==> src/cxi_pkg.sv <==
`timescale 1ns / 1ps
`default_nettype none
// ============================================================================
// cxi_pkg - shared types, constants and matching-function ROM
// Widths, band limits, divide-by-five reciprocals and the 81-entry table of
// X, Y, Z color matching values (unsigned Q1.14, 380 nm to 780 nm, 5 nm step).
// ============================================================================
package cxi_pkg;

    // Table geometry
    localparam int TABLE_ENTRIES = 81;
    localparam int IDX_W         = $clog2(TABLE_ENTRIES);
    localparam int CHANNELS      = 3;
    localparam int RAW_W         = 15;
    localparam int ROM_W         = 15;

    // Field widths
    localparam int WL_W   = 16;
    localparam int GAIN_W = 24;
    localparam int OUT_W  = 32;
    localparam int OFF_W  = 13;
    localparam int FRAC_W = 7;

    // Band limits and interval size, all in Q4 nanometres
    localparam logic [WL_W-1:0]   BAND_LO_Q4 = 16'd6080;
    localparam logic [WL_W-1:0]   BAND_HI_Q4 = 16'd12480;
    localparam logic [FRAC_W-1:0] STEP_Q4    = 7'd80;

    // Interval index = (offset >> 4) / 5 through a reciprocal
    localparam int COARSE_W     = OFF_W - 4;
    localparam int IDX_MUL_W    = 8;
    localparam int IDX_PROD_W   = COARSE_W + IDX_MUL_W;
    localparam logic [IDX_MUL_W-1:0] IDX_MUL = 8'd205;
    localparam int IDX_SHIFT    = 10;

    // Gain register reset (1.0 in Q8.16)
    localparam logic [GAIN_W-1:0] GAIN_RESET = 24'd65536;

    // Datapath widths of the back end
    localparam int INTERP_W    = 22;
    localparam int PROD_W      = INTERP_W + GAIN_W;
    localparam logic [PROD_W-1:0] ROUND_BIAS = 46'd10240;
    localparam int ROUND_SHIFT = 12;
    localparam int SHIFT_W     = PROD_W - ROUND_SHIFT;

    // Divide by five in two chunks: high chunk, then remainder and low chunk
    localparam int LO_W        = 17;
    localparam int HI_W        = SHIFT_W - LO_W;
    localparam int QH_W        = OUT_W - LO_W;
    localparam int REM_W       = 3;
    localparam int U_W         = REM_W + LO_W;
    localparam int DIV5_HI_MW  = 16;
    localparam logic [DIV5_HI_MW-1:0] DIV5_HI_MUL = 16'd52429;
    localparam int DIV5_HI_SH  = 18;
    localparam int DIV5_LO_MW  = 20;
    localparam logic [DIV5_LO_MW-1:0] DIV5_LO_MUL = 20'd838861;
    localparam int DIV5_LO_SH  = 22;

    // Back-end stage count
    localparam int STAGES = 5;

    // Queue depth default
    localparam int QUEUE_DEPTH_DEF = 2;

    // One classified transaction between front and back
    typedef struct packed {
        logic [IDX_W-1:0]  idx;
        logic [FRAC_W-1:0] frac;
        logic              in_band;
    } t_item;

    typedef logic [CHANNELS-1:0][RAW_W-1:0] t_raw_row;
    typedef logic [TABLE_ENTRIES-1:0][CHANNELS-1:0][ROM_W-1:0] t_rom;

    function automatic t_raw_row row3(input int unsigned x, input int unsigned y,
                                      input int unsigned z);
        t_raw_row r;
        r[0] = RAW_W'(x);
        r[1] = RAW_W'(y);
        r[2] = RAW_W'(z);
        return r;
    endfunction

    // Tabulated values in ten-thousandths
    function automatic t_raw_row cmf_raw(input logic [IDX_W-1:0] e);
        t_raw_row r;
        case (e)
            7'd0:  r = row3(14, 0, 65);
            7'd1:  r = row3(22, 1, 105);
            7'd2:  r = row3(42, 1, 201);
            7'd3:  r = row3(76, 2, 362);
            7'd4:  r = row3(143, 4, 679);
            7'd5:  r = row3(232, 6, 1102);
            7'd6:  r = row3(435, 12, 2074);
            7'd7:  r = row3(776, 22, 3713);
            7'd8:  r = row3(1344, 40, 6456);
            7'd9:  r = row3(2148, 73, 10391);
            7'd10: r = row3(2839, 116, 13856);
            7'd11: r = row3(3285, 168, 16230);
            7'd12: r = row3(3483, 230, 17471);
            7'd13: r = row3(3481, 298, 17826);
            7'd14: r = row3(3362, 380, 17721);
            7'd15: r = row3(3187, 480, 17441);
            7'd16: r = row3(2908, 600, 16692);
            7'd17: r = row3(2511, 739, 15281);
            7'd18: r = row3(1954, 910, 12876);
            7'd19: r = row3(1421, 1126, 10419);
            7'd20: r = row3(956, 1390, 8130);
            7'd21: r = row3(580, 1693, 6162);
            7'd22: r = row3(320, 2080, 4652);
            7'd23: r = row3(147, 2586, 3533);
            7'd24: r = row3(49, 3230, 2720);
            7'd25: r = row3(24, 4073, 2123);
            7'd26: r = row3(93, 5030, 1582);
            7'd27: r = row3(291, 6082, 1117);
            7'd28: r = row3(633, 7100, 782);
            7'd29: r = row3(1096, 7932, 573);
            7'd30: r = row3(1655, 8620, 422);
            7'd31: r = row3(2257, 9149, 298);
            7'd32: r = row3(2904, 9540, 203);
            7'd33: r = row3(3597, 9803, 134);
            7'd34: r = row3(4334, 9950, 87);
            7'd35: r = row3(5121, 10000, 57);
            7'd36: r = row3(5945, 9950, 39);
            7'd37: r = row3(6784, 9786, 27);
            7'd38: r = row3(7621, 9520, 21);
            7'd39: r = row3(8425, 9154, 18);
            7'd40: r = row3(9163, 8700, 17);
            7'd41: r = row3(9786, 8163, 14);
            7'd42: r = row3(10263, 7570, 11);
            7'd43: r = row3(10567, 6949, 10);
            7'd44: r = row3(10622, 6310, 8);
            7'd45: r = row3(10456, 5668, 6);
            7'd46: r = row3(10026, 5030, 3);
            7'd47: r = row3(9384, 4412, 2);
            7'd48: r = row3(8544, 3810, 2);
            7'd49: r = row3(7514, 3210, 1);
            7'd50: r = row3(6424, 2650, 0);
            7'd51: r = row3(5419, 2170, 0);
            7'd52: r = row3(4479, 1750, 0);
            7'd53: r = row3(3608, 1382, 0);
            7'd54: r = row3(2835, 1070, 0);
            7'd55: r = row3(2187, 816, 0);
            7'd56: r = row3(1649, 610, 0);
            7'd57: r = row3(1212, 446, 0);
            7'd58: r = row3(874, 320, 0);
            7'd59: r = row3(636, 232, 0);
            7'd60: r = row3(468, 170, 0);
            7'd61: r = row3(329, 119, 0);
            7'd62: r = row3(227, 82, 0);
            7'd63: r = row3(158, 57, 0);
            7'd64: r = row3(114, 41, 0);
            7'd65: r = row3(81, 29, 0);
            7'd66: r = row3(58, 21, 0);
            7'd67: r = row3(41, 15, 0);
            7'd68: r = row3(29, 10, 0);
            7'd69: r = row3(20, 7, 0);
            7'd70: r = row3(14, 5, 0);
            7'd71: r = row3(10, 4, 0);
            7'd72: r = row3(7, 2, 0);
            7'd73: r = row3(5, 2, 0);
            7'd74: r = row3(3, 1, 0);
            7'd75: r = row3(2, 1, 0);
            7'd76: r = row3(2, 1, 0);
            7'd77: r = row3(1, 0, 0);
            7'd78: r = row3(1, 0, 0);
            7'd79: r = row3(1, 0, 0);
            7'd80: r = row3(0, 0, 0);
            default: r = row3(0, 0, 0);
        endcase
        return r;
    endfunction

    // Convert ten-thousandths to Q1.14, rounded to nearest (elaboration only)
    function automatic t_rom build_rom();
        t_rom     rom;
        t_raw_row raw;
        int unsigned k;
        for (int e = 0; e < TABLE_ENTRIES; e++) begin
            raw = cmf_raw(IDX_W'(e));
            for (int c = 0; c < CHANNELS; c++) begin
                k = int'(raw[c]);
                rom[e][c] = ROM_W'((k * 16384 + 5000) / 10000);
            end
        end
        return rom;
    endfunction

    localparam t_rom CMF_ROM = build_rom();

endpackage
`default_nettype wire

==> src/cxi_front.sv <==
`timescale 1ns / 1ps
`default_nettype none
// ============================================================================
// cxi_front - band check and interval split
// Classifies a wavelength as in or out of band and splits its offset from
// 380 nm into a 5 nm interval index and a fraction in 1/80 of the interval.
// ============================================================================
module cxi_front (
    input  wire logic [cxi_pkg::WL_W-1:0] i_wavelength_q4,
    output cxi_pkg::t_item                o_item
);
    import cxi_pkg::*;

    logic                  band;
    logic [WL_W-1:0]       off_full;
    logic [OFF_W-1:0]      off;
    logic [COARSE_W-1:0]   coarse;
    logic [IDX_PROD_W-1:0] idx_prod;
    logic [IDX_W-1:0]      idx;
    logic [OFF_W-1:0]      idx_x80;
    logic [OFF_W-1:0]      frac_full;

    // Check band limits
    assign band     = (i_wavelength_q4 >= BAND_LO_Q4) && (i_wavelength_q4 < BAND_HI_Q4);
    assign off_full = i_wavelength_q4 - BAND_LO_Q4;
    assign off      = off_full[OFF_W-1:0];

    // Divide offset by 80: drop four bits, then divide by five via reciprocal
    assign coarse   = off[OFF_W-1:4];
    assign idx_prod = IDX_PROD_W'(coarse) * IDX_PROD_W'(IDX_MUL);
    assign idx      = idx_prod[IDX_SHIFT +: IDX_W];

    // Remainder: offset minus index times 80 (64 + 16)
    assign idx_x80   = (OFF_W'(idx) << 6) + (OFF_W'(idx) << 4);
    assign frac_full = off - idx_x80;

    // Force index and fraction to zero out of band so the table stays in range
    always_comb begin
        o_item.in_band = band;
        o_item.idx     = band ? idx : '0;
        o_item.frac    = band ? frac_full[FRAC_W-1:0] : '0;
    end

endmodule
`default_nettype wire

==> config.mk <==
export PLATFORM = sky130hd
export DESIGN_NAME = cxi_front
export DESIGN_NICKNAME = d
export VERILOG_FILES = /design/src/cxi_pkg.sv /design/src/cxi_front.sv
export SDC_FILE = /design/constraint.sdc
export NUM_CORES = 1
export LEC_CHECK = 0
export BUFFER_PORTS_ARGS = -buffer_cell sky130_fd_sc_hd__buf_2
export CORE_ASPECT_RATIO = 1.25
export CORE_UTILIZATION = 51
export DETAILED_ROUTE_END_ITERATION = 8
export PLACE_DENSITY = 0.74
export SETUP_SLACK_MARGIN = 0.3
export SLEW_MARGIN = 20
export SYNTH_ARGS = -nofsm -noshare
export SYNTH_HDL_FRONTEND = slang
export SYNTH_SLANG_ARGS = --single-unit
export TNS_END_PERCENT = 100
==> constraint.sdc <==
create_clock -name vclk -period 21.2
set_input_delay 4.24 -clock vclk [all_inputs]
set_output_delay 4.24 -clock vclk [all_outputs]
set_load 0.1 [all_outputs]
# After elaboration in Yosys (flattened, before gate mapping)
# Index checks and enable logic that the tools add are counted.
# Widths: inputs -> output; s select.
[classes]
n_lt_le_gt_ge = 2
reduce_logical = 1
n_mul = 1
n_addsub = 3
muxes = 2
[op_table]
columns = ["operator", "n"]
rows = [
  ["$mul 9x8->17 const B", 1],
  ["$ge 16x13->1 const B", 1],
  ["$lt 16x14->1 const B", 1],
  ["$mux 7", 2],
  ["$sub 13x13->13 const B", 1],
  ["$add 7x7->7", 1],
  ["$sub 7x7->7", 1],
  ["$logic_and 1x1->1", 1],
]
[totals]
wordCells = 9
output_inout_bits = 15
in_bits = 16
reg_bits = 0

# Longest topological paths before layout
[logic_depth]
word_depth = 5
depth_mapped = 26
mapped_depth_nobuf = 25

# Worst setup path after synthesis
# Ideal clock, no wire load.
[synth_timing]
path_kind = "input to output"
start = "input i_wavelength_q4[8] (netlist bit)"
end = "output o_item[7] (netlist bit)"
setup_slack_ns = 5.617
cell_stages = 25
arrival_time_ns = 11.343
cell_sequence = "buf_2 > nand3_1 > xor2_1 > xnor2_1 > ha_1 > inv_1 > fa_1 > inv_1 > fa_1 > ha_1 > and4_4 > a41oi_4 > and2_1 > o21a_1 > o21a_1 > nor3_1 > ha_1 > inv_1 > ha_1 > nor2_1 > xnor2_1 > o211ai_1 > a311o_1 > nand4_1 > nor3b_1"
[synth_lines]
columns = ["item", "line", "rtl"]
rows = [
  ["start, declared", "cxi_front.sv:9", "input wire logic [cxi_pkg::WL_W-1:0] i_wavelength_q4,"],
  ["end, declared", "cxi_front.sv:10", "output cxi_pkg::t_item o_item"],
]

==> results.md <==
* Status: complete, no violations
* Synth Instances at 207
* Min-delay src: i_wavelength_q4[2]
* Hold WC Path Type: input port to output port
* Part of the power in combinational logic at 100.0%
* Area added between synthesis and finish at 9.64%
* Ranking of synthesized cells by area: ha_1, fa_1, inv_1
* Avg Inst Size Synth at around 8.5 µm²
* Sequential share of the synthesized area at 0%
* Sw Share at 61.3%
* Dpl hpwl at 2.93 mm
* Fmax at 69.1 MHz
* Synthesized cell area at 0.00177 mm²
* Hold path endpoint: o_item[3]
* RSZ-0062 raised after global routing: false
* Initial antenna violation count at 0
* Final hold slack at 8980 ps
* Largest fanout on the critical path at 8
* Vias in the first global route at 1,386
* Fillers at 301
* Crit path cell chain: buf_2 > ha_1 > nand3_1 > xor2_1 > xnor2_1 > fa_1 > inv_1 > fa_1 > fa_1 > ha_1 > a21oi_1 > o21a_1 > o21a_1 > nor3_1 > ha_1 > inv_1 > ha_1 > nor2_1 > xnor2_1 > o211ai_1 > a311o_1 > nand4_1 > nor3b_1 > buf_2
* Final Hold Fails at 0
* Num sequential at 0
* Type of origin of the critical path: input port
* Post-layout min period at between 10,000 and 15,000 ps
* Avg WL per Cell at 12.0 µm
* Die X at 54.6 µm
* Hold buffer count at cts at 0
* Most common cell in the netlist: ha_1
* Netlist cell types at 40
* Vias per cell at about 5.3
* WS Path Type: input port to output port
* Yosys top cell area share at 36.1%
* Slew headroom at 57.1%
* Crit share post-route at about 68%
* Final setup violation count at 0
* Setup repair bufs after CTS at 0
* Core box area at 0.00325 mm²
* Final ANT Viol Nets at 0
* Nets at 315
* # port buffers at 31
* Largest net degree at the start of global routing at 11
* FF/Latch Area at 0 µm²
* Leading area contributor after synthesis: ha_1
* Post-cts resize count at 0
* Vias at between 1,000 and 1,500
* Biggest cell delay along the critical path at 570 ps
* Leak Pwr at 1.11 nW
* WHS Path Cells at 3
* Required @ worst endpoint at 16,960 ps
* Max Transition Viols Final at 0
* Clk_buf instances at 0
* Top Ports at 31
* Power Density at 127 mW/mm²
* Share of cells above drive strength 1 at 15.8%
* Internal power at 0.0954 mW
* Clock Power Share at 0%
* DR pass1 iterations at 4
* Crit end category: output port
* Worst VDD drop at 0.120 mV
* GPL Wtd Cong at 0.901
* Sequential Power Share at 0%
* Yosys warns at 0
* 1st-iter DRT viols at 19
* CP Data Arrival Time at about 10,000 ps
* First-pass GRT wire length at 5.91 mm
* Mapped Nets at 286
* Diode count at 0
* Row Count at 23
* Gr ovfl total at 0
* Setup total negative slack at 0 ps
* Die Area at 0.00370 mm²
* Total track usage at about a fifth
* Measured slew at the worst slew-check pin at about 640 ps
* Slowest library cell on the worst path: fa_1
* Die H at between 60 and 70 µm
* Initial cell density of the core at a little over half
* Routed WL at 3.25 mm
* Commonest cells in the synthesized netlist: ha_1, inv_1, fa_1, xor2_1
* Max Cap Violations at 0
* Most used cell, CP: ha_1
* Psw at 0.151 mW
* DRC viols at 0
-- how the worst max path moves through the flow --
stage | cells past startpoint | start | end | slack, ps
floorplan | 25 | i_wavelength_q4[8] | o_item[7] | 5620
global placement | 26 | i_wavelength_q4[6] | o_item[7] | 6810
detailed placement | 24 | i_wavelength_q4[6] | o_item[7] | 6760
CTS | 24 | i_wavelength_q4[6] | o_item[7] | 6730
global route | 26 | i_wavelength_q4[6] | o_item[7] | 6180
finish | 24 | i_wavelength_q4[6] | o_item[7] | 6720
-- cell usage in the layout (no fill, tap or decap), types with 2 or more instances in the layout --
cell,count
a21o_1,5
nand3_1,6
a21oi_1,6
nor3_1,4
buf_2,31
ha_1,51
inv_1,40
o311ai_0,2
o21a_1,3
and3_1,3
nor2_1,10
nand2_1,5
xnor2_1,10
nand4_1,2
or4_1,2
or3_1,3
xor2_1,12
nand2b_1,3
nor3b_1,2
fa_1,12
o31ai_1,2
and2_1,4
-- power by group through the flow --
stage	clock network (mW)	logic, mW	registers (mW)
2_1_floorplan	0	0.205	0
3_5_place_dp	0	0.246	0
6_report	0	0.246	0
3_3_place_gp	0	0.243	0
5_1_grt	0	0.287	0
4_1_cts	0	0.248	0
-- routing by layer --
layer  vias up  global-route usage (%)  wire [µm]
met1       644                    26.8       1490
met4         0                    2.88         54
met2        34                    39.3       1610
met3         6                   0.676        101
li1        757                       -          -
met5         -                       0          0
-- final cells by class --
type	count	area [µm²]	share of cell area, %
Inverter	41	155	8.02
Multi-Input combinational cell	162	1580	81.6
Tap cell	37	46.3	2.39
Timing Repair Buffer	31	155	8.02
-- metrics by stage --
stage / util, % / power [mW] / instance area [µm²] / setup slack, ps / cells
global placement: 59.5 / 0.243 / 1940 / 6810 / 271
global route: 59.5 / 0.287 / 1940 / 6180 / 271
detailed placement: 59.5 / 0.246 / 1940 / 6760 / 271
CTS: 59.5 / 0.248 / 1940 / 6730 / 271
floorplan: - / 0.205 / 1770 / 5620 / 207
finish: 59.5 / 0.246 / 1940 / 6720 / 271
-- worst max-delay path: cells and delay by family --
kind,cells,cell delay (ps)
AND/OR/NAND/NOR,5,550
adder cells (fa/ha/maj),7,2630
buffers and inverters,4,720
AO/OA/AOI/OAI,5,1370
XOR/XNOR,3,730
-- cells by family (layout without fill, tap and decap cells) --
family / Yosys count / count (layout) / synth area share (%)
mux: 1 / 1 / 0.567
simple gates: 47 / 47 / 14.7
compound gates: 29 / 29 / 13.5
xor+xnor: 22 / 22 / 10.9
fa+ha+maj: 63 / 63 / 49.8
buf+inv: 45 / 72 / 10.6
Note: power is estimated with default switching activity, not from simulation.
