**config.mk**
```make
export PLATFORM = sky130hd
export DESIGN_NAME = cxi_queue
export DESIGN_NICKNAME = d
export VERILOG_FILES = /design/src/cxi_pkg.sv /design/src/cxi_queue.sv
export SDC_FILE = /design/constraint.sdc
export NUM_CORES = 1
export LEC_CHECK = 0
export BUFFER_PORTS_ARGS = -buffer_cell sky130_fd_sc_hd__buf_2
export CAP_MARGIN = 40
export CELL_PAD_IN_SITES_DETAIL_PLACEMENT = 1
export CELL_PAD_IN_SITES_GLOBAL_PLACEMENT = 1
export CORE_AREA = 4 4 67 69
export DETAILED_ROUTE_END_ITERATION = 10
export DIE_AREA = 0 0 71 73
export PLACE_DENSITY = 0.7
export SLEW_MARGIN = 5
export SYNTH_ARGS = -nofsm -noshare
export SYNTH_HDL_FRONTEND = slang
export SYNTH_SLANG_ARGS = --single-unit
```
**constraint.sdc**
```tcl
create_clock -name i_clk -period 1.44 [get_ports i_clk]
set_input_delay 0.432 -clock i_clk [delete_from_list [all_inputs] [get_ports i_clk]]
set_output_delay 0.432 -clock i_clk [all_outputs]
set_load 0.1 [all_outputs]
```
**src/cxi_pkg.sv**
```systemverilog
`timescale 1ns / 1ps
`default_nettype none
// ============================================================================
// cxi_pkg - shared types, constants and matching-function ROM
// Widths, band limits, divide-by-five reciprocals and the 81-entry table of
// X, Y, Z color matching values (unsigned Q1.14, 380 nm to 780 nm, 5 nm step).
// ============================================================================
package cxi_pkg;

    // Table geometry
    localparam int TABLE_ENTRIES = 81;
    localparam int IDX_W         = $clog2(TABLE_ENTRIES);
    localparam int CHANNELS      = 3;
    localparam int RAW_W         = 15;
    localparam int ROM_W         = 15;

    // Field widths
    localparam int WL_W   = 16;
    localparam int GAIN_W = 24;
    localparam int OUT_W  = 32;
    localparam int OFF_W  = 13;
    localparam int FRAC_W = 7;

    // Band limits and interval size, all in Q4 nanometres
    localparam logic [WL_W-1:0]   BAND_LO_Q4 = 16'd6080;
    localparam logic [WL_W-1:0]   BAND_HI_Q4 = 16'd12480;
    localparam logic [FRAC_W-1:0] STEP_Q4    = 7'd80;

    // Interval index = (offset >> 4) / 5 through a reciprocal
    localparam int COARSE_W     = OFF_W - 4;
    localparam int IDX_MUL_W    = 8;
    localparam int IDX_PROD_W   = COARSE_W + IDX_MUL_W;
    localparam logic [IDX_MUL_W-1:0] IDX_MUL = 8'd205;
    localparam int IDX_SHIFT    = 10;

    // Gain register reset (1.0 in Q8.16)
    localparam logic [GAIN_W-1:0] GAIN_RESET = 24'd65536;

    // Datapath widths of the back end
    localparam int INTERP_W    = 22;
    localparam int PROD_W      = INTERP_W + GAIN_W;
    localparam logic [PROD_W-1:0] ROUND_BIAS = 46'd10240;
    localparam int ROUND_SHIFT = 12;
    localparam int SHIFT_W     = PROD_W - ROUND_SHIFT;

    // Divide by five in two chunks: high chunk, then remainder and low chunk
    localparam int LO_W        = 17;
    localparam int HI_W        = SHIFT_W - LO_W;
    localparam int QH_W        = OUT_W - LO_W;
    localparam int REM_W       = 3;
    localparam int U_W         = REM_W + LO_W;
    localparam int DIV5_HI_MW  = 16;
    localparam logic [DIV5_HI_MW-1:0] DIV5_HI_MUL = 16'd52429;
    localparam int DIV5_HI_SH  = 18;
    localparam int DIV5_LO_MW  = 20;
    localparam logic [DIV5_LO_MW-1:0] DIV5_LO_MUL = 20'd838861;
    localparam int DIV5_LO_SH  = 22;

    // Back-end stage count
    localparam int STAGES = 5;

    // Queue depth default
    localparam int QUEUE_DEPTH_DEF = 2;

    // One classified transaction between front and back
    typedef struct packed {
        logic [IDX_W-1:0]  idx;
        logic [FRAC_W-1:0] frac;
        logic              in_band;
    } t_item;

    typedef logic [CHANNELS-1:0][RAW_W-1:0] t_raw_row;
    typedef logic [TABLE_ENTRIES-1:0][CHANNELS-1:0][ROM_W-1:0] t_rom;

    function automatic t_raw_row row3(input int unsigned x, input int unsigned y,
                                      input int unsigned z);
        t_raw_row r;
        r[0] = RAW_W'(x);
        r[1] = RAW_W'(y);
        r[2] = RAW_W'(z);
        return r;
    endfunction

    // Tabulated values in ten-thousandths
    function automatic t_raw_row cmf_raw(input logic [IDX_W-1:0] e);
        t_raw_row r;
        case (e)
            7'd0:  r = row3(14, 0, 65);
            7'd1:  r = row3(22, 1, 105);
            7'd2:  r = row3(42, 1, 201);
            7'd3:  r = row3(76, 2, 362);
            7'd4:  r = row3(143, 4, 679);
            7'd5:  r = row3(232, 6, 1102);
            7'd6:  r = row3(435, 12, 2074);
            7'd7:  r = row3(776, 22, 3713);
            7'd8:  r = row3(1344, 40, 6456);
            7'd9:  r = row3(2148, 73, 10391);
            7'd10: r = row3(2839, 116, 13856);
            7'd11: r = row3(3285, 168, 16230);
            7'd12: r = row3(3483, 230, 17471);
            7'd13: r = row3(3481, 298, 17826);
            7'd14: r = row3(3362, 380, 17721);
            7'd15: r = row3(3187, 480, 17441);
            7'd16: r = row3(2908, 600, 16692);
            7'd17: r = row3(2511, 739, 15281);
            7'd18: r = row3(1954, 910, 12876);
            7'd19: r = row3(1421, 1126, 10419);
            7'd20: r = row3(956, 1390, 8130);
            7'd21: r = row3(580, 1693, 6162);
            7'd22: r = row3(320, 2080, 4652);
            7'd23: r = row3(147, 2586, 3533);
            7'd24: r = row3(49, 3230, 2720);
            7'd25: r = row3(24, 4073, 2123);
            7'd26: r = row3(93, 5030, 1582);
            7'd27: r = row3(291, 6082, 1117);
            7'd28: r = row3(633, 7100, 782);
            7'd29: r = row3(1096, 7932, 573);
            7'd30: r = row3(1655, 8620, 422);
            7'd31: r = row3(2257, 9149, 298);
            7'd32: r = row3(2904, 9540, 203);
            7'd33: r = row3(3597, 9803, 134);
            7'd34: r = row3(4334, 9950, 87);
            7'd35: r = row3(5121, 10000, 57);
            7'd36: r = row3(5945, 9950, 39);
            7'd37: r = row3(6784, 9786, 27);
            7'd38: r = row3(7621, 9520, 21);
            7'd39: r = row3(8425, 9154, 18);
            7'd40: r = row3(9163, 8700, 17);
            7'd41: r = row3(9786, 8163, 14);
            7'd42: r = row3(10263, 7570, 11);
            7'd43: r = row3(10567, 6949, 10);
            7'd44: r = row3(10622, 6310, 8);
            7'd45: r = row3(10456, 5668, 6);
            7'd46: r = row3(10026, 5030, 3);
            7'd47: r = row3(9384, 4412, 2);
            7'd48: r = row3(8544, 3810, 2);
            7'd49: r = row3(7514, 3210, 1);
            7'd50: r = row3(6424, 2650, 0);
            7'd51: r = row3(5419, 2170, 0);
            7'd52: r = row3(4479, 1750, 0);
            7'd53: r = row3(3608, 1382, 0);
            7'd54: r = row3(2835, 1070, 0);
            7'd55: r = row3(2187, 816, 0);
            7'd56: r = row3(1649, 610, 0);
            7'd57: r = row3(1212, 446, 0);
            7'd58: r = row3(874, 320, 0);
            7'd59: r = row3(636, 232, 0);
            7'd60: r = row3(468, 170, 0);
            7'd61: r = row3(329, 119, 0);
            7'd62: r = row3(227, 82, 0);
            7'd63: r = row3(158, 57, 0);
            7'd64: r = row3(114, 41, 0);
            7'd65: r = row3(81, 29, 0);
            7'd66: r = row3(58, 21, 0);
            7'd67: r = row3(41, 15, 0);
            7'd68: r = row3(29, 10, 0);
            7'd69: r = row3(20, 7, 0);
            7'd70: r = row3(14, 5, 0);
            7'd71: r = row3(10, 4, 0);
            7'd72: r = row3(7, 2, 0);
            7'd73: r = row3(5, 2, 0);
            7'd74: r = row3(3, 1, 0);
            7'd75: r = row3(2, 1, 0);
            7'd76: r = row3(2, 1, 0);
            7'd77: r = row3(1, 0, 0);
            7'd78: r = row3(1, 0, 0);
            7'd79: r = row3(1, 0, 0);
            7'd80: r = row3(0, 0, 0);
            default: r = row3(0, 0, 0);
        endcase
        return r;
    endfunction

    // Convert ten-thousandths to Q1.14, rounded to nearest (elaboration only)
    function automatic t_rom build_rom();
        t_rom     rom;
        t_raw_row raw;
        int unsigned k;
        for (int e = 0; e < TABLE_ENTRIES; e++) begin
            raw = cmf_raw(IDX_W'(e));
            for (int c = 0; c < CHANNELS; c++) begin
                k = int'(raw[c]);
                rom[e][c] = ROM_W'((k * 16384 + 5000) / 10000);
            end
        end
        return rom;
    endfunction

    localparam t_rom CMF_ROM = build_rom();

endpackage
`default_nettype wire

```
**src/cxi_queue.sv**
```systemverilog
`timescale 1ns / 1ps
`default_nettype none
// ============================================================================
// cxi_queue - transaction queue between front and back
// Small register FIFO of classified transactions; full drives input stall.
// ============================================================================
module cxi_queue #(
    parameter int DEPTH = cxi_pkg::QUEUE_DEPTH_DEF
) (
    input  wire logic     i_clk,
    input  wire logic     i_rst_n,
    input  wire logic     i_push,
    input  cxi_pkg::t_item i_item,
    output logic          o_full,
    input  wire logic     i_pop,
    output logic          o_valid,
    output cxi_pkg::t_item o_item
);
    import cxi_pkg::*;

    localparam int PTR_W = (DEPTH > 1) ? $clog2(DEPTH) : 1;
    localparam int CNT_W = $clog2(DEPTH + 1);

    t_item            r_mem [DEPTH];
    logic [PTR_W-1:0] r_wr_ptr;
    logic [PTR_W-1:0] r_rd_ptr;
    logic [CNT_W-1:0] r_cnt;
    logic [CNT_W-1:0] n_cnt;
    logic             do_push;
    logic             do_pop;

    assign o_full  = (r_cnt == CNT_W'(DEPTH));
    assign o_valid = (r_cnt != '0);
    assign o_item  = r_mem[r_rd_ptr];
    assign do_push = i_push && !o_full;
    assign do_pop  = i_pop && o_valid;

    // Track fill level
    always_comb begin
        case ({do_push, do_pop})
            2'b10:   n_cnt = r_cnt + CNT_W'(1);
            2'b01:   n_cnt = r_cnt - CNT_W'(1);
            default: n_cnt = r_cnt;
        endcase
    end

    // Advance pointers
    always_ff @(posedge i_clk) begin
        if (!i_rst_n) begin
            r_wr_ptr <= '0;
            r_rd_ptr <= '0;
            r_cnt    <= '0;
        end else begin
            r_cnt <= n_cnt;
            if (do_push) begin
                r_wr_ptr <= (r_wr_ptr == PTR_W'(DEPTH - 1)) ? '0 : r_wr_ptr + PTR_W'(1);
            end
            if (do_pop) begin
                r_rd_ptr <= (r_rd_ptr == PTR_W'(DEPTH - 1)) ? '0 : r_rd_ptr + PTR_W'(1);
            end
        end
    end

    // Store entry
    always_ff @(posedge i_clk) begin
        if (do_push) begin
            r_mem[r_wr_ptr] <= i_item;
        end
    end

endmodule
`default_nettype wire

```
# --- Word-level counts from Yosys, hierarchy flattened ---
# Memories as Yosys holds them, arrays and structs flattened. A register that Yosys moved wholly into a read port is not among the register bits.
# Cells that the tools add are included.
classes:
  addsub: 4
  eq_ne: 3
  n_reduce_logical: 5
  muxes: 7
ops:
  columns: ["op", "n"]
  rows:
  - ["$mux W1", 6]
  - ["$eq A2 B2 Y1 const B", 2]
  - ["$pmux W2 S2", 1]
  - ["$reduce_bool A2 Y1", 2]
  - ["$add A1 B1 Y1 const B", 2]
  - ["$add A2 B1 Y2 const B", 1]
  - ["$eq A2 B1 Y1 const B", 1]
  - ["$logic_and A1 B1 Y1", 2]
  - ["$sub A2 B1 Y2 const B", 1]
  - ["$logic_not A1 Y1", 1]
word_totals:
  elab_cells: 23
  in_bits: 19
  mem_count: 1
  regBits: 4
  mem_bits_rw: 30
  output_inout_bits: 17
memory_table:
  columns: ["memory", "depth", "width", "rd", "rd_ports_with_merged_regs", "wr", "line", "rtl"]
  rows:
  - ["r_mem", 2, 15, 1, 1, 1, "cxi_queue.sv:24", "t_item r_mem [DEPTH];"]

# --- Logic depth before layout (Yosys ltp) ---
logic_depth:
  depth_word: 5
  mapped_depth: 6
  depth_no_buf: 6

# --- Least setup slack after synthesis ---
# No wires, ideal clock.
synth_path:
  kind: "register -> output"
  start: "register with a tool-made name"
  end: "output port o_item[10] (netlist bit)"
  path_stages_with_launch: 4
  setup_slack_ps: -421
  arrival_time_ps: 1429
  cell_sequence: "dfxtp_1 -> clkbuf_1 -> buf_4 -> mux2_1"
synth_rtl:
  columns: ["element", "line", "rtl"]
  rows:
  - ["to (decl)", "cxi_queue.sv:17", "output cxi_pkg::t_item o_item"]

==> results.md <==
* Vias in the first global route at ~860
* Final-stage net count at roughly 140
* Top Family by Delay on Critical Path: flip-flops
* # diodes at 0
* I/O Buffers at 35
* Post-DP HPWL at roughly 2100 µm
* Placed Instances at around 160
* Critical R2R Launch: r_cnt[0]
* Die Wd at about 70 µm
* First DRT Iteration DRCs at 8
* Avg Cell Area, Syn at roughly 18 µm²
* DIE AREA at between 5000 and 6000 µm²
* Fin worst setup slack at -0.286 ns
* Die Y at about 73 µm
* Crit Path Max Fanout at 8
* FILL cells at 389
* Fin util at 0.539
* Clock Tree Root: clkbuf_8
* Sequential share of the synthesized area at 0.758
* Vias per inst at between 4 and 5
* DRT Wirelength at roughly 2700 µm
* Max-cap violation count at 0
* Number of antenna violations at the first check in global routing at 0
* CTS tree: yes
* Final GP Congestion at between 0.6 and 0.7
* Relative slew slack at 0.875
* Via count at 783
* Synthesized net count at 93
* Synth Register Bits at 35
* TritonCTS Sinks at 35
* Failing checks: negative setup slack
* Critical Path RT at about 1 ns
* Wire per inst at between 15 and 20 µm
* Cts hold-fix bufs at 0
* Critical path cell sequence: buf_8, mux2_4, buf_12
* Initial Utilization at 0.337
* H-tree levels at 2
* Layout area overhead at 59.9%
* Worst setup EP type: output port
* Remaining DRCs at 0
* Main synth FF type: edfxtp_1
* Worst slew pin tran at about 0.19 ns
* Top cell type's share of synthesized area at 0.682
* Async SR Flop Fraction at 0
* Synth area leaders: edfxtp_1 68%, mux2_2 9.4%, dfxtp_1 7.6%, mux2_1 3.4%, xnor2_1 2.0%
* Hold Slack at ~0.34 ns
* Crit-path slowest cell: dfxtp_4
* Slowest Stage Delay on Critical Path at roughly 0.37 ns
* Skew-Pair Late Insertion Delay at roughly 0.28 ns
* Post-synth top area cell: edfxtp_1
* Global-route wire length before repair at approximately 4500 µm
* Synth top cells by count: 30 x edfxtp_1, 11 x mux2_2, 5 x dfxtp_1
* Fin crit share at 1.20
* Hold path endpoint: r_mem[1][2]
* Critical setup path kind: reg -> out
* R2r endpoint: r_mem[0][10]
* Post-route ant nets at 0
* Synth warn at 0
* Reg-to-reg slack, setup at approximately 0.02 ns
* Number of enable flip-flop cells after synthesis at 30
* Gr ovfl total at 0
* Netlist cell types at 20
* Mapped Area at about 1300 µm²
* Maximum number of pins on one net before global-route repair at 13
* Worst min path class: in -> reg
* First drt pass iteration count at 3
* Longest Clk Path Bufs at 2
* CP Buf/Inv Count at 2
* Hold path depth at 1
* Min Tclk post-route at between 1.5 and 2 ns
* Clock slew at reported path FFs at around 0.07 ns
* Synth Instances at 73
* Core Region at roughly 4000 µm²
* Final hold vios at 0
* Reg2Reg Depth at 5
* Num rows at 23
* Layout cells sized above 1 at 0.623
* Fmax achieved at 579 MHz
* Critical path depth at 3
* WP data arrival at ~1.3 ns
* RSZ-0062 raised after global routing: true
* Top-count cell post-synth: edfxtp_1
* Hold_sp: i_item[2]
* Status: complete, but fails checks
* Io pins at 36
* Crit start category: flip-flop
* GRT Total Usage at 0.120
* Max Slew Vio Count at 0
* Setup-failing EPs final at 17
* Final Skew at approximately 0.0029 ns
* Post-CTS setup buffers at 0
* Layout Cells excl Fill at 172
* CTS Buf Count at 5
-- final cells by class --
cell class / instances / area (µm²) / share of cell area
well taps: 50 / 62.6 / 0.0296
flip-flops and latches: 35 / 1010 / 0.477
repair buffers: 43 / 526 / 0.249
inverters: 3 / 22.5 / 0.0107
clock inverters: 3 / 43.8 / 0.0207
clock buffers: 5 / 68.8 / 0.0326
multi-input cells: 33 / 380 / 0.180
-- metal layers --
layer | up-vias | wire, µm | GRT usage | share of wire
met5 | - | 0 | 0 | 0
met4 | 0 | 25 | 0.0438 | 0.0092
met3 | 4 | 242 | 0.0620 | 0.089
met2 | 34 | 1420 | 0.199 | 0.52
met1 | 377 | 1020 | 0.131 | 0.38
li1 | 368 | - | - | -
-- through the flow --
step	cell area (µm²)	setup slack [ns]	setup TNS, ns
after floorplan	1400	-0.0265	-0.526
after global placement	1930	-0.0605	-0.663
after detailed placement	1930	-0.115	-0.971
after CTS	2100	-0.298	-4.44
after global routing	2110	-0.326	-5.03
final	2110	-0.286	-4.24
-- kinds of logic after synthesis --
logic type / Yosys count / synth area share
DFF: 35 / 0.758
muxes: 15 / 0.128
and+or+nand+nor: 9 / 0.0427
AOI/OAI and AO/OA: 5 / 0.0246
buffers and inverters: 5 / 0.0171
xor gates and xnor gates: 3 / 0.0199
adders and majority gates: 1 / 0.00948
-- state kept, by name, summed over array words and instances, names as in the netlist, named ones only --
name,cells
r_cnt,2
r_mem,30
r_wr_ptr,1
r_rd_ptr,1
-- cell usage in the layout, fill, tap and decap left out, types with 3 or more instances in the layout --
cell,n
buf_2,18
buf_4,3
clkbuf_8,5
buf_12,18
mux2_4,15
edfxtp_1,30
xnor2_1,3
-- worst max-delay path by stage --
stage               from           to  slack (ns)
4_1_cts        flip-flop   o_item[13]       -0.30
6_report       flip-flop   o_item[13]       -0.29
3_5_place_dp       i_pop     r_cnt[1]       -0.11
3_3_place_gp   flip-flop   o_item[12]       -0.06
2_1_floorplan   r_cnt[0]  r_mem[0][0]       -0.03
5_1_grt        flip-flop    o_item[3]       -0.33
-- worst reg2reg max path, delay by kind of cell (launching register included) --
kind          cells  cell delay, ns
simple gates      2            0.51
flops             1            0.35
buf+inv           3            0.28
-- what timing repair did --
item,CTS,global route
pin swaps,1,0
endpoints found under the setup margin,18,29
resized for setup,15,2
Power is not shown: default switching activity piles up to over one toggle a cycle in this logic, so the estimate is an artifact.
